## config.mk

```make
export PLATFORM = sky130hd
export DESIGN_NAME = fixed_frame_uart_deframer
export DESIGN_NICKNAME = d
export VERILOG_FILES = /design/src/design/ffud_pkg.sv /design/src/design/ffud_in_stage.sv /design/src/design/ffud_core.sv /design/src/design/ffud_out_stage.sv /design/src/design/fixed_frame_uart_deframer.sv
export SDC_FILE = /design/constraint.sdc
export NUM_CORES = 1
export LEC_CHECK = 0
export ABC_AREA = 1
export BUFFER_PORTS_ARGS = -buffer_cell sky130_fd_sc_hd__clkbuf_2
export CAP_MARGIN = 20
export CELL_PAD_IN_SITES_DETAIL_PLACEMENT = 1
export CELL_PAD_IN_SITES_GLOBAL_PLACEMENT = 2
export CORE_ASPECT_RATIO = 1.2
export CORE_UTILIZATION = 30
export CTS_CLUSTER_SIZE = 10
export DETAILED_ROUTE_END_ITERATION = 12
export PLACE_DENSITY_LB_ADDON = 0.2
export SYNTH_ARGS = -nofsm -noshare
export SYNTH_HDL_FRONTEND = slang
export SYNTH_SLANG_ARGS = --single-unit
```

## constraint.sdc

```tcl
create_clock -name clk -period 10.1 [get_ports clk]
set_clock_uncertainty 0.15 [all_clocks]
set_input_delay 2.02 -clock clk [delete_from_list [all_inputs] [get_ports clk]]
set_output_delay 2.02 -clock clk [all_outputs]
set_load 0.01 [all_outputs]
```

## src/design/ffud_pkg.sv

```systemverilog
// shared types and constants for the fixed-frame uart deframer
// no dependencies
package ffud_pkg;

  localparam int unsigned CFG_INDEX_W = 2;

  // configuration register indexes
  localparam logic [CFG_INDEX_W-1:0] REG_HEAD = 2'd0;
  localparam logic [CFG_INDEX_W-1:0] REG_TAIL = 2'd1;

  localparam logic [7:0] HEAD_RESET = 8'h5B;
  localparam logic [7:0] TAIL_RESET = 8'hA5;
  localparam logic [6:0] CONF_MAX   = 7'd100;

  typedef struct packed {
    logic [7:0] rx_byte;
  } item_t;

  typedef struct packed {
    logic [15:0] command;
    logic [7:0]  class_code;
    logic [6:0]  confidence_percent;
    logic        confidence_clipped;
  } result_t;

endpackage

```

## src/design/ffud_in_stage.sv

```systemverilog
// input register of the deframer: holds one received byte for the window stage
// depends on ffud_pkg
module ffud_in_stage (
  input  logic           clk,
  input  logic           rst,
  input  logic           rx_valid,
  output logic           rx_ready,
  input  logic [7:0]     rx_byte,
  input  logic           step,
  output logic           q_valid,
  output ffud_pkg::item_t item
);
  import ffud_pkg::*;

  // a held byte leaves in the same cycle a new one may enter
  assign rx_ready = !q_valid || step;

  always_ff @(posedge clk) begin
    if (rst) begin
      q_valid <= 1'b0;
    end else if (rx_valid && rx_ready) begin
      q_valid <= 1'b1;
    end else if (step) begin
      q_valid <= 1'b0;
    end
  end

  always_ff @(posedge clk) begin
    if (rx_valid && rx_ready) begin
      item.rx_byte <= rx_byte;
    end
  end

endmodule

```

## src/design/ffud_core.sv

```systemverilog
// window stage: gathers bytes from a head, checks the tail, realigns on a bad tail
// depends on ffud_pkg
module ffud_core #(
  parameter int unsigned FRAME_LENGTH = 6
) (
  input  logic             clk,
  input  logic             rst,
  input  logic             step,
  input  ffud_pkg::item_t  item,
  input  logic [7:0]       head,
  input  logic [7:0]       tail,
  output logic             hit,
  output ffud_pkg::result_t result
);
  import ffud_pkg::*;

  localparam int unsigned FillW  = $clog2(FRAME_LENGTH);
  localparam int unsigned ExtLen = FRAME_LENGTH + 4;

  logic [7:0]       window      [FRAME_LENGTH-1];
  logic [7:0]       window_next [FRAME_LENGTH-1];
  logic [FillW-1:0] fill;
  logic [FillW-1:0] fill_next;

  logic [7:0]       frame [FRAME_LENGTH];
  logic [7:0]       pay   [ExtLen];
  logic             full;
  logic             open_ok;
  logic             found;
  logic [FillW-1:0] k_sel;
  logic [7:0]       conf;
  logic             clipped;

  // frame as it would be with the new byte appended at the fill position
  always_comb begin
    for (int i = 0; i < FRAME_LENGTH - 1; i++) begin
      frame[i] = (FillW'(i) < fill) ? window[i] : item.rx_byte;
    end
    frame[FRAME_LENGTH-1] = item.rx_byte;
  end

  assign full    = (fill == FillW'(FRAME_LENGTH - 1));
  assign open_ok = (fill != '0) || (item.rx_byte == head);
  assign hit     = full && (item.rx_byte == tail);

  // first head byte after the dropped byte, the new byte included
  always_comb begin
    found = 1'b0;
    k_sel = '0;
    for (int k = FRAME_LENGTH - 1; k >= 1; k--) begin
      if (frame[k] == head) begin
        found = 1'b1;
        k_sel = FillW'(k);
      end
    end
  end

  always_comb begin
    for (int i = 0; i < FRAME_LENGTH - 1; i++) begin
      window_next[i] = window[i];
    end
    fill_next = fill;
    if (open_ok) begin
      if (!full) begin
        for (int i = 0; i < FRAME_LENGTH - 1; i++) begin
          if (FillW'(i) == fill) begin
            window_next[i] = item.rx_byte;
          end
        end
        fill_next = fill + 1'b1;
      end else if (hit) begin
        fill_next = '0;
      end else if (found) begin
        for (int k = 1; k < FRAME_LENGTH; k++) begin
          if (k_sel == FillW'(k)) begin
            for (int i = 0; i < FRAME_LENGTH - k; i++) begin
              window_next[i] = frame[i+k];
            end
          end
        end
        fill_next = FillW'(FRAME_LENGTH) - k_sel;
      end else begin
        fill_next = '0;
      end
    end
  end

  always_ff @(posedge clk) begin
    if (rst) begin
      fill <= '0;
    end else if (step) begin
      fill <= fill_next;
    end
  end

  always_ff @(posedge clk) begin
    if (step) begin
      for (int i = 0; i < FRAME_LENGTH - 1; i++) begin
        window[i] <= window_next[i];
      end
    end
  end

  // payload slots, zero where a short frame has no room for them
  always_comb begin
    for (int i = 0; i < ExtLen; i++) begin
      pay[i] = 8'd0;
    end
    for (int i = 0; i < FRAME_LENGTH - 1; i++) begin
      pay[i] = frame[i];
    end
  end

  assign conf    = pay[4];
  assign clipped = (conf > {1'b0, CONF_MAX});

  assign result.command            = {pay[1], pay[2]};
  assign result.class_code         = pay[3];
  assign result.confidence_percent = clipped ? CONF_MAX : conf[6:0];
  assign result.confidence_clipped = clipped;

endmodule

```

## src/design/ffud_out_stage.sv

```systemverilog
// result register of the deframer with its valid flag
// depends on ffud_pkg
module ffud_out_stage (
  input  logic              clk,
  input  logic              rst,
  input  logic              load,
  input  ffud_pkg::result_t result,
  output logic              free,
  output logic              res_valid,
  input  logic              res_ready,
  output logic [15:0]       command,
  output logic [7:0]        class_code,
  output logic [6:0]        confidence_percent,
  output logic              confidence_clipped
);
  import ffud_pkg::*;

  result_t held;

  assign free = !res_valid || res_ready;

  always_ff @(posedge clk) begin
    if (rst) begin
      res_valid <= 1'b0;
    end else if (load) begin
      res_valid <= 1'b1;
    end else if (res_ready) begin
      res_valid <= 1'b0;
    end
  end

  always_ff @(posedge clk) begin
    if (load) begin
      held <= result;
    end
  end

  assign command            = held.command;
  assign class_code         = held.class_code;
  assign confidence_percent = held.confidence_percent;
  assign confidence_clipped = held.confidence_clipped;

endmodule

```

## src/design/fixed_frame_uart_deframer.sv

```systemverilog
// top level of the fixed-frame uart deframer: config registers and stage wiring
// depends on ffud_pkg, ffud_in_stage, ffud_core, ffud_out_stage
//
// usage
//   rx channel (rx_valid/rx_ready/rx_byte): one received byte per transfer
//   res channel (res_valid/res_ready + fields): one transfer per good frame
//   cfg channel (cfg_valid/cfg_ready/cfg_index/cfg_data): index 0 head byte,
//     index 1 tail byte, other indexes ignored; always ready, write when idle
//   a frame is head, command high, command low, class, confidence, tail;
//   bytes ahead of a head are dropped, a bad tail drops the first held byte
//   and restarts at the next head byte, held or new
//   path: a frame's closing byte is held in the input register, then its result
//     is registered in the result register
//   throughput: one byte per cycle while the result register is free; the window
//     is updated between the input register and the result register
//   reset: window empty, head 0x5B, tail 0xA5, no result pending
//   receiver stall: the result register holds; the input register keeps one
//     byte, and rx_ready falls until the result is taken
module fixed_frame_uart_deframer #(
  parameter int unsigned FRAME_LENGTH = 6
) (
  input  logic                             clk,
  input  logic                             rst,
  input  logic                             cfg_valid,
  output logic                             cfg_ready,
  input  logic [ffud_pkg::CFG_INDEX_W-1:0] cfg_index,
  input  logic [7:0]                       cfg_data,
  input  logic                             rx_valid,
  output logic                             rx_ready,
  input  logic [7:0]                       rx_byte,
  output logic                             res_valid,
  input  logic                             res_ready,
  output logic [15:0]                      command,
  output logic [7:0]                       class_code,
  output logic [6:0]                       confidence_percent,
  output logic                             confidence_clipped
);
  import ffud_pkg::*;

  logic [7:0] head;
  logic [7:0] tail;
  logic       q_valid;
  item_t      item;
  logic       out_free;
  logic       step;
  logic       hit;
  result_t    result;

  // config registers, always ready
  assign cfg_ready = 1'b1;

  always_ff @(posedge clk) begin
    if (rst) begin
      head <= HEAD_RESET;
      tail <= TAIL_RESET;
    end else if (cfg_valid && cfg_ready) begin
      case (cfg_index)
        REG_HEAD: head <= cfg_data;
        REG_TAIL: tail <= cfg_data;
        default: begin
        end
      endcase
    end
  end

  // a held byte is processed once the result slot can take any frame it closes
  assign step = q_valid && out_free;

  ffud_in_stage u_in (
    .clk      (clk),
    .rst      (rst),
    .rx_valid (rx_valid),
    .rx_ready (rx_ready),
    .rx_byte  (rx_byte),
    .step     (step),
    .q_valid  (q_valid),
    .item     (item)
  );

  ffud_core #(
    .FRAME_LENGTH (FRAME_LENGTH)
  ) u_core (
    .clk    (clk),
    .rst    (rst),
    .step   (step),
    .item   (item),
    .head   (head),
    .tail   (tail),
    .hit    (hit),
    .result (result)
  );

  ffud_out_stage u_out (
    .clk                (clk),
    .rst                (rst),
    .load               (step && hit),
    .result             (result),
    .free               (out_free),
    .res_valid          (res_valid),
    .res_ready          (res_ready),
    .command            (command),
    .class_code         (class_code),
    .confidence_percent (confidence_percent),
    .confidence_clipped (confidence_clipped)
  );

  // a good frame always lands in the result register
  a_frame_lands: assert property (@(posedge clk) disable iff (rst)
    step && hit |=> res_valid)
    else $error("good frame did not reach the result register");

  a_conf_range: assert property (@(posedge clk) disable iff (rst)
    res_valid |-> confidence_percent <= CONF_MAX)
    else $error("confidence above saturation limit");

  a_clip_value: assert property (@(posedge clk) disable iff (rst)
    res_valid && confidence_clipped |-> confidence_percent == CONF_MAX)
    else $error("clipped confidence not at saturation limit");

  // a byte waiting in the input register is never dropped while stalled
  a_hold_byte: assert property (@(posedge clk) disable iff (rst)
    q_valid && !step |=> q_valid && item == $past(item))
    else $error("stalled input byte lost");

endmodule
```

Word-level counts from Yosys, hierarchy flattened
Memory sizes are Yosys's and may differ from the RTL's.
Index checks and enable logic that the tools add are counted.
W data, S select, Z words.
{"block": "op_classes", "addsub": 2, "multipliers": 0, "n_div": 0, "n_lt_le_gt_ge": 5, "eq_ne": 22, "shifts": 0, "n_mux": 37, "n_bitwise": 0, "reduce_logical": 18}
{"cell": "$mux W40", "n": 5}
{"cell": "$mux W8", "n": 10}
{"cell": "$eq A8 B8 Y1", "n": 6}
{"cell": "$mux W32", "n": 1}
{"cell": "$mux W24", "n": 1}
{"cell": "$mux W3", "n": 8}
{"cell": "$mux W16", "n": 1}
{"cell": "$mux W1", "n": 11}
{"cell": "$eq A3 B3 Y1 const B", "n": 3}
{"cell": "$ne A9 B9 Y1 const B", "n": 1}
{"cell": "$gt A8 B7 Y1 const B", "n": 1}
{"cell": "$eq A2 B3 Y1 const A", "n": 2}
{"cell": "$eq A3 B2 Y1 const B", "n": 2}
{"cell": "$lt A2 B3 Y1 const A", "n": 2}
{"cell": "$ne A3 B3 Y1 const B", "n": 2}
{"cell": "$reduce_and A2 Y1", "n": 3}
{"cell": "$reduce_and A6 Y1", "n": 1}
{"cell": "$logic_and A1 B1 Y1", "n": 4}
{"cell": "$ne A4 B4 Y1 const B", "n": 1}
{"cell": "$reduce_bool A2 Y1", "n": 2}
{"cell": "$add A3 B1 Y3 const B", "n": 1}
{"cell": "$eq A1 B3 Y1 const A", "n": 1}
{"cell": "$eq A3 B1 Y1 const B", "n": 1}
{"cell": "$eq A3 B3 Y1 const A", "n": 1}
{"cell": "other kinds (10)", "n": 13}
{"block": "word_totals", "reg_bits": 61, "latchBits": 0, "ram_bits": 40, "romBits": 0, "inputBits": 23, "output_inout_bits": 35, "word_cells": 95, "memories": 1}
{"name": "u_core.window", "words": 5, "word_bits": 8, "read_ports": 4, "rd_clocked_by_memory_dff": 0, "write_ports": 5, "line": "ffud_core.sv:20", "rtl": "logic [7:0] window [FRAME_LENGTH-1];"}

Depth between registers and ports, before layout
{"block": "logic_depth", "word_depth": 17, "mapped_depth": 21, "ltp_nobuf": 19}

By module
From an unflattened synthesis, not the netlist that was laid out.
{"block": "hier_totals", "hier_cells": 700, "area_unflattened_um2": 5482.8}
{"module": "ffud_core", "instances": 1, "cells_each": 555, "area_per_inst_um2": 3497.1, "seq_area_each_um2": 1021.0}
{"module": "ffud_out_stage", "instances": 1, "cells_each": 37, "area_per_inst_um2": 1003.5, "seq_area_each_um2": 980.9}
{"module": "fixed_frame_uart_deframer", "instances": 1, "cells_each": 94, "area_per_inst_um2": 694.4, "seq_area_each_um2": 320.3}
{"module": "ffud_in_stage", "instances": 1, "cells_each": 14, "area_per_inst_um2": 287.8, "seq_area_each_um2": 260.2}

Worst setup path after synthesis
No wires, ideal clock.
{"block": "synth_timing", "path_kind": "input -> output", "startpoint": "input port res_ready", "endpoint": "output port rx_ready", "arrival_ns": 2.204, "t_required_ns": 7.930, "path_slack_ns": 5.726, "stages": 2, "n_path_buf": 0, "path_cell_list": "inv_1 > nand3_1"}
{"block": "synth_via", "elab_chain_len": 3}
{"item": "from (decl)", "line": "fixed_frame_uart_deframer.sv:32", "rtl": "input logic res_ready,"}
{"item": "$logic_or A1 B1 Y1", "line": "ffud_out_stage.sv:20", "rtl": "assign free = !res_valid || res_ready;"}
{"item": "$logic_and A1 B1 Y1", "line": "fixed_frame_uart_deframer.sv:67", "rtl": "assign step = q_valid && out_free;"}
{"item": "$logic_or A1 B1 Y1", "line": "ffud_in_stage.sv:16", "rtl": "assign rx_ready = !q_valid || step;"}
{"item": "to (decl)", "line": "fixed_frame_uart_deframer.sv:29", "rtl": "output logic rx_ready,"}
No other way between the ends.

==> results <==
- The clock-pin slew on the worst setup and hold paths is ~0.070 ns.
- The worst slew margin relative to its limit is ~40%.
- The number of hold-slack violations in the final timing report was 0.
- The post-synthesis cell type count is 32.
- The flow ran to the end, and the final reports show no timing, DRC or antenna violations.
- The effective utilization at floorplan is 30.74%.
- No sink is reached through more buffers than the 2 on the longest clock path.
- The number of buffers inserted by post-CTS setup repair is 0.
- For this block, the initial DRC count from the detailed router was between 200 and 250.
- In the final routed layout, each cell accounts on average for 18.57 um.
- The layout has 2146 filler cells.
- At the worst endpoint, the arrival time is between 4 and 5 ns.
- The fraction of layout instances using a drive strength above 1 is 14.29%.
- Traced cell by cell, the critical path runs through buf_4, inv_1, nand2_2, nand2_1, nand3_1, nand2_1, nor2_1, nand2_1, inv_1, nand2_1, o21ai_0, nand2_1, inv_1, ha_1, o21ai_0, nand2_1, nor3b_2.
- The share of power burned in combinational logic is 11.9%.
- Timing would allow up to ~0.22 GHz.
- The critical path startpoint category is a flop.
- The period utilization is a little under half.
- For this run, the slowest stage of the critical path takes 0.70 ns.
- The area added between synthesis and finish is 12.99%.
- The most used cell along the critical path is nand2_1.
- The maximum vdd ir drop is 0.00007160 V.
- The worst register-to-register path has a depth of 17.
- The area of the die is 0.01855 mm^2.
- The overall power consumption is 0.8851 mW.
- The insertion delay of the later-clocked pin in the worst-skew pair is 0.35 ns.
- The internal power of the cells totals 0.6470 mW.
- The H-tree depth reported by CTS is 3.
- In this run the tool buffered the top-level ports with 56 buffer cells.
- The count of hold buffers inserted by post-cts repair is 0.
- For this run, the number of Yosys warnings is 0.
- The mean area per synthesized cell is 7.887 um^2.
- The total clock buffers created by CTS is 9.
- The switching share of total power is between 20% and 30%.
- Per report_power, the clock group accounts for 38.9% of the total.
- The antenna diode count is 0.
- The number of synthesized register bits is 93.
- The max-slew violation count was 0.
- The critical path capture point type is a flop.
- The post-route minimum period is 4.633 ns.
- The library cell used as clock root buffer is clkbuf_16.
- The total length of routed wires is around 18000 um.
- The count of nets left with antenna violations once routing finished came out at 0.
- The path class of the tightest hold or removal check is reg2reg.
- The number of remaining DRC errors is 0.
- The first-pass detailed-route iteration total is 4.
- The buffer and inverter count on the worst path is 4.
- The number of instances in the synthesized netlist is 685.
- Measured along the y axis, the die boundary spans 149.0 um.
- The via total after detailed routing is 4695.
- Setup repair after global routing left no endpoint under its margin.
- The sequential power share is 49.2%.
- The slew at the pin closest to its max-slew limit is 0.9068 ns.
- The last weighted congestion value of the routability-driven placer is approximately 0.85.
- The number of I/O pins is 58.
- The power per unit of standard cell area is 145.0 mW/mm^2.
- Counting every sink on the clock net gives 93.
- The via count of the first global-routing pass is 4960.
- After floorplanning, the core was divided into 53 placement rows.
- The number of endpoints failing setup at the final stage is 0.
- On the critical path the largest part of the delay comes from simple AND/OR/NAND/NOR gates.
- For this run, the register share of the synthesized area comes to 47.80%.
- The mapped netlist covers around 0.0054 mm^2.
- The post-cts gate resize count is 0.
- The placeable core area is 0.01757 mm^2.
- At the worst endpoint, the required time is 9.93 ns.
- The net count after synthesis is 717.
- Setup total negative slack on the finished layout was measured at 0 ns.
- Summed over all nets, the half-perimeter wirelength after detailed placement is 13810 um.
- Summed over all layers, the global routing overflow is 0.
- The TritonCTS clock tree is yes.
- Across the run, the number of max-cap violations was 0.
- After detailed routing, the number of vias per cell comes to 4.916.
- The critical path in this run is classified as reg2reg.
- In the layout the commonest cells are nand2_1, nand3_1, edfxtp_1, inv_1, nor2_1.
- Leaving out fill and tap cells, the most frequent cell in the layout is nand2_1.
- The net count of the finished layout is 762.
- The global-route wire length before repair is around 28000 um.
- The floorplan step set the die width to about 120 um.
- The number of antenna violations at the first check in global routing is 0.
- The analysis attributes to net switching a power of 0.2380 mW.
- The worst setup slack before clock tree synthesis is 5.443 ns.
- The worst hold path passes through 2 cells.
- The maximum net fanout on the critical path is 40.
- Entering global routing, the biggest net connects 41 pins.
- The critical path crosses 17 cells after its start point.
- Global routing used 19.95% of the available tracks across all layers.
- For this run, the share of the core covered by cells in the final layout is 34.74%.
- For this design the static power due to leakage is 2.804 nW.
- After layout, the worst setup slack is roughly 5.5 ns.
- On the critical path, the stage with the largest delay is an instance of nor3b_2.
## layer usage
| layer | up-vias | global-route usage [%] | wire (um) |
|---|---|---|---|
| met5 | - | 0 | 0 |
| met4 | 0 | 7.711 | 444 |
| met3 | 31 | 2.690 | 679 |
| met2 | 100 | 35.94 | 8854 |
| met1 | 2237 | 24.02 | 7755 |
| li1 | 2327 | - | - |
## flip-flops by register name, indices dropped and copies added (netlist names)
register,count
u_in.q_valid,1
u_out.command,16
u_core.window,32
u_core.fill,3
u_out.confidence_clipped,1
u_out.class_code,8
head,8
tail,8
u_out.res_valid,1
u_in.item,8
u_out.confidence_percent,7
## final timing paths
| kind | slack (ns) | startpoint | endpoint |
|---|---|---|---|
| worst max-delay path | 5.47 | u_core.fill[2]$_SDFFE_PP0P_ | u_core.window[0][20]$_DFFE_PP_ |
| worst min-delay path | 0.35 | tail[0]$_SDFFE_PP1P_ | tail[0]$_SDFFE_PP1P_ |
| worst min register to register | 0.35 | tail[0]$_SDFFE_PP1P_ | tail[0]$_SDFFE_PP1P_ |
| worst max register to register | 5.47 | u_core.fill[2]$_SDFFE_PP0P_ | u_core.window[0][20]$_DFFE_PP_ |
## stage by stage
| step | instances | cell area (um^2) | hold WS (ns) |
|---|---|---|---|
| floorplan | 685 | 5403 | 0.2706 |
| global placement | 939 | 5813 | 0.3094 |
| detailed placement | 939 | 5813 | 0.3268 |
| CTS | 955 | 6105 | 0.3442 |
| global route | 955 | 6105 | 0.3687 |
| finish | 955 | 6105 | 0.3450 |
## area by class of cell
| class | instances | area, um^2 | share of cell area [%] |
|---|---|---|---|
| Clock inverter | 6 | 62.56 | 1.025 |
| Tap cell | 220 | 275.3 | 4.509 |
| Timing Repair Buffer | 60 | 310.3 | 5.083 |
| Inverter | 72 | 270.3 | 4.427 |
| Clock buffer | 10 | 229.0 | 3.751 |
| Sequential cell | 93 | 2582 | 42.30 |
| Multi-Input combinational cell | 494 | 2375 | 38.90 |
## cells in the mapped netlist, drive strengths merged
| library cell | n | area [um^2] |
|---|---|---|
| xor2 | 10 | 87.58 |
| xnor2 | 5 | 43.79 |
| nor3b | 1 | 7.510 |
| nand3b | 3 | 22.52 |
| clkbuf | 6 | 22.52 |
| conb | 1 | 3.750 |
| nand2 | 232 | 910.9 |
| edfxtp | 72 | 2162 |
| o21ai | 47 | 291.5 |
| a31oi | 1 | 6.260 |
| nand2b | 1 | 6.260 |
| nand3 | 82 | 422.9 |
| inv | 72 | 270.3 |
| nor4 | 1 | 6.260 |
| a21oi | 22 | 110.1 |
| nor3 | 1 | 5.000 |
| o31ai | 1 | 7.510 |
| nand4 | 6 | 37.54 |
| dfxtp | 21 | 420.4 |
| buf | 20 | 157.7 |
| ha | 9 | 112.6 |
| nor2 | 66 | 250.2 |
| o211ai | 5 | 37.54 |
## logic make-up (layout without fill, tap and decap cells)
kind of cell	after synthesis	count (layout)	share of synthesized area (%)
other	1	1	0.06941
buffers and inverters	98	148	8.337
and+or+nand+nor	393	393	30.89
xor gates and xnor gates	15	15	2.432
DFF	93	93	47.80
adders and majority gates	9	9	2.084
AOI/OAI and AO/OA	76	76	8.384
## worst register-to-register path, delay by kind of cell, from the launching register on
| kind | cells | cell delay [ns] |
|---|---|---|
| and+or+nand+nor | 10 | 1.94 |
| buffers and inverters | 4 | 1.09 |
| adders and majority gates | 1 | 0.47 |
| DFF | 1 | 0.31 |
| AOI/OAI and AO/OA | 2 | 0.28 |
## power groups by stage
stage / sequential (mW) / clock, mW / combinational, mW
after floorplan: 0.433 / 0 / 0.0785
after global placement: 0.445 / 0 / 0.104
after detailed placement: 0.444 / 0 / 0.107
after CTS: 0.436 / 0.351 / 0.107
after global routing: 0.437 / 0.363 / 0.119
final: 0.436 / 0.344 / 0.105
No activity file was read; power rests on OpenSTA's default activity.
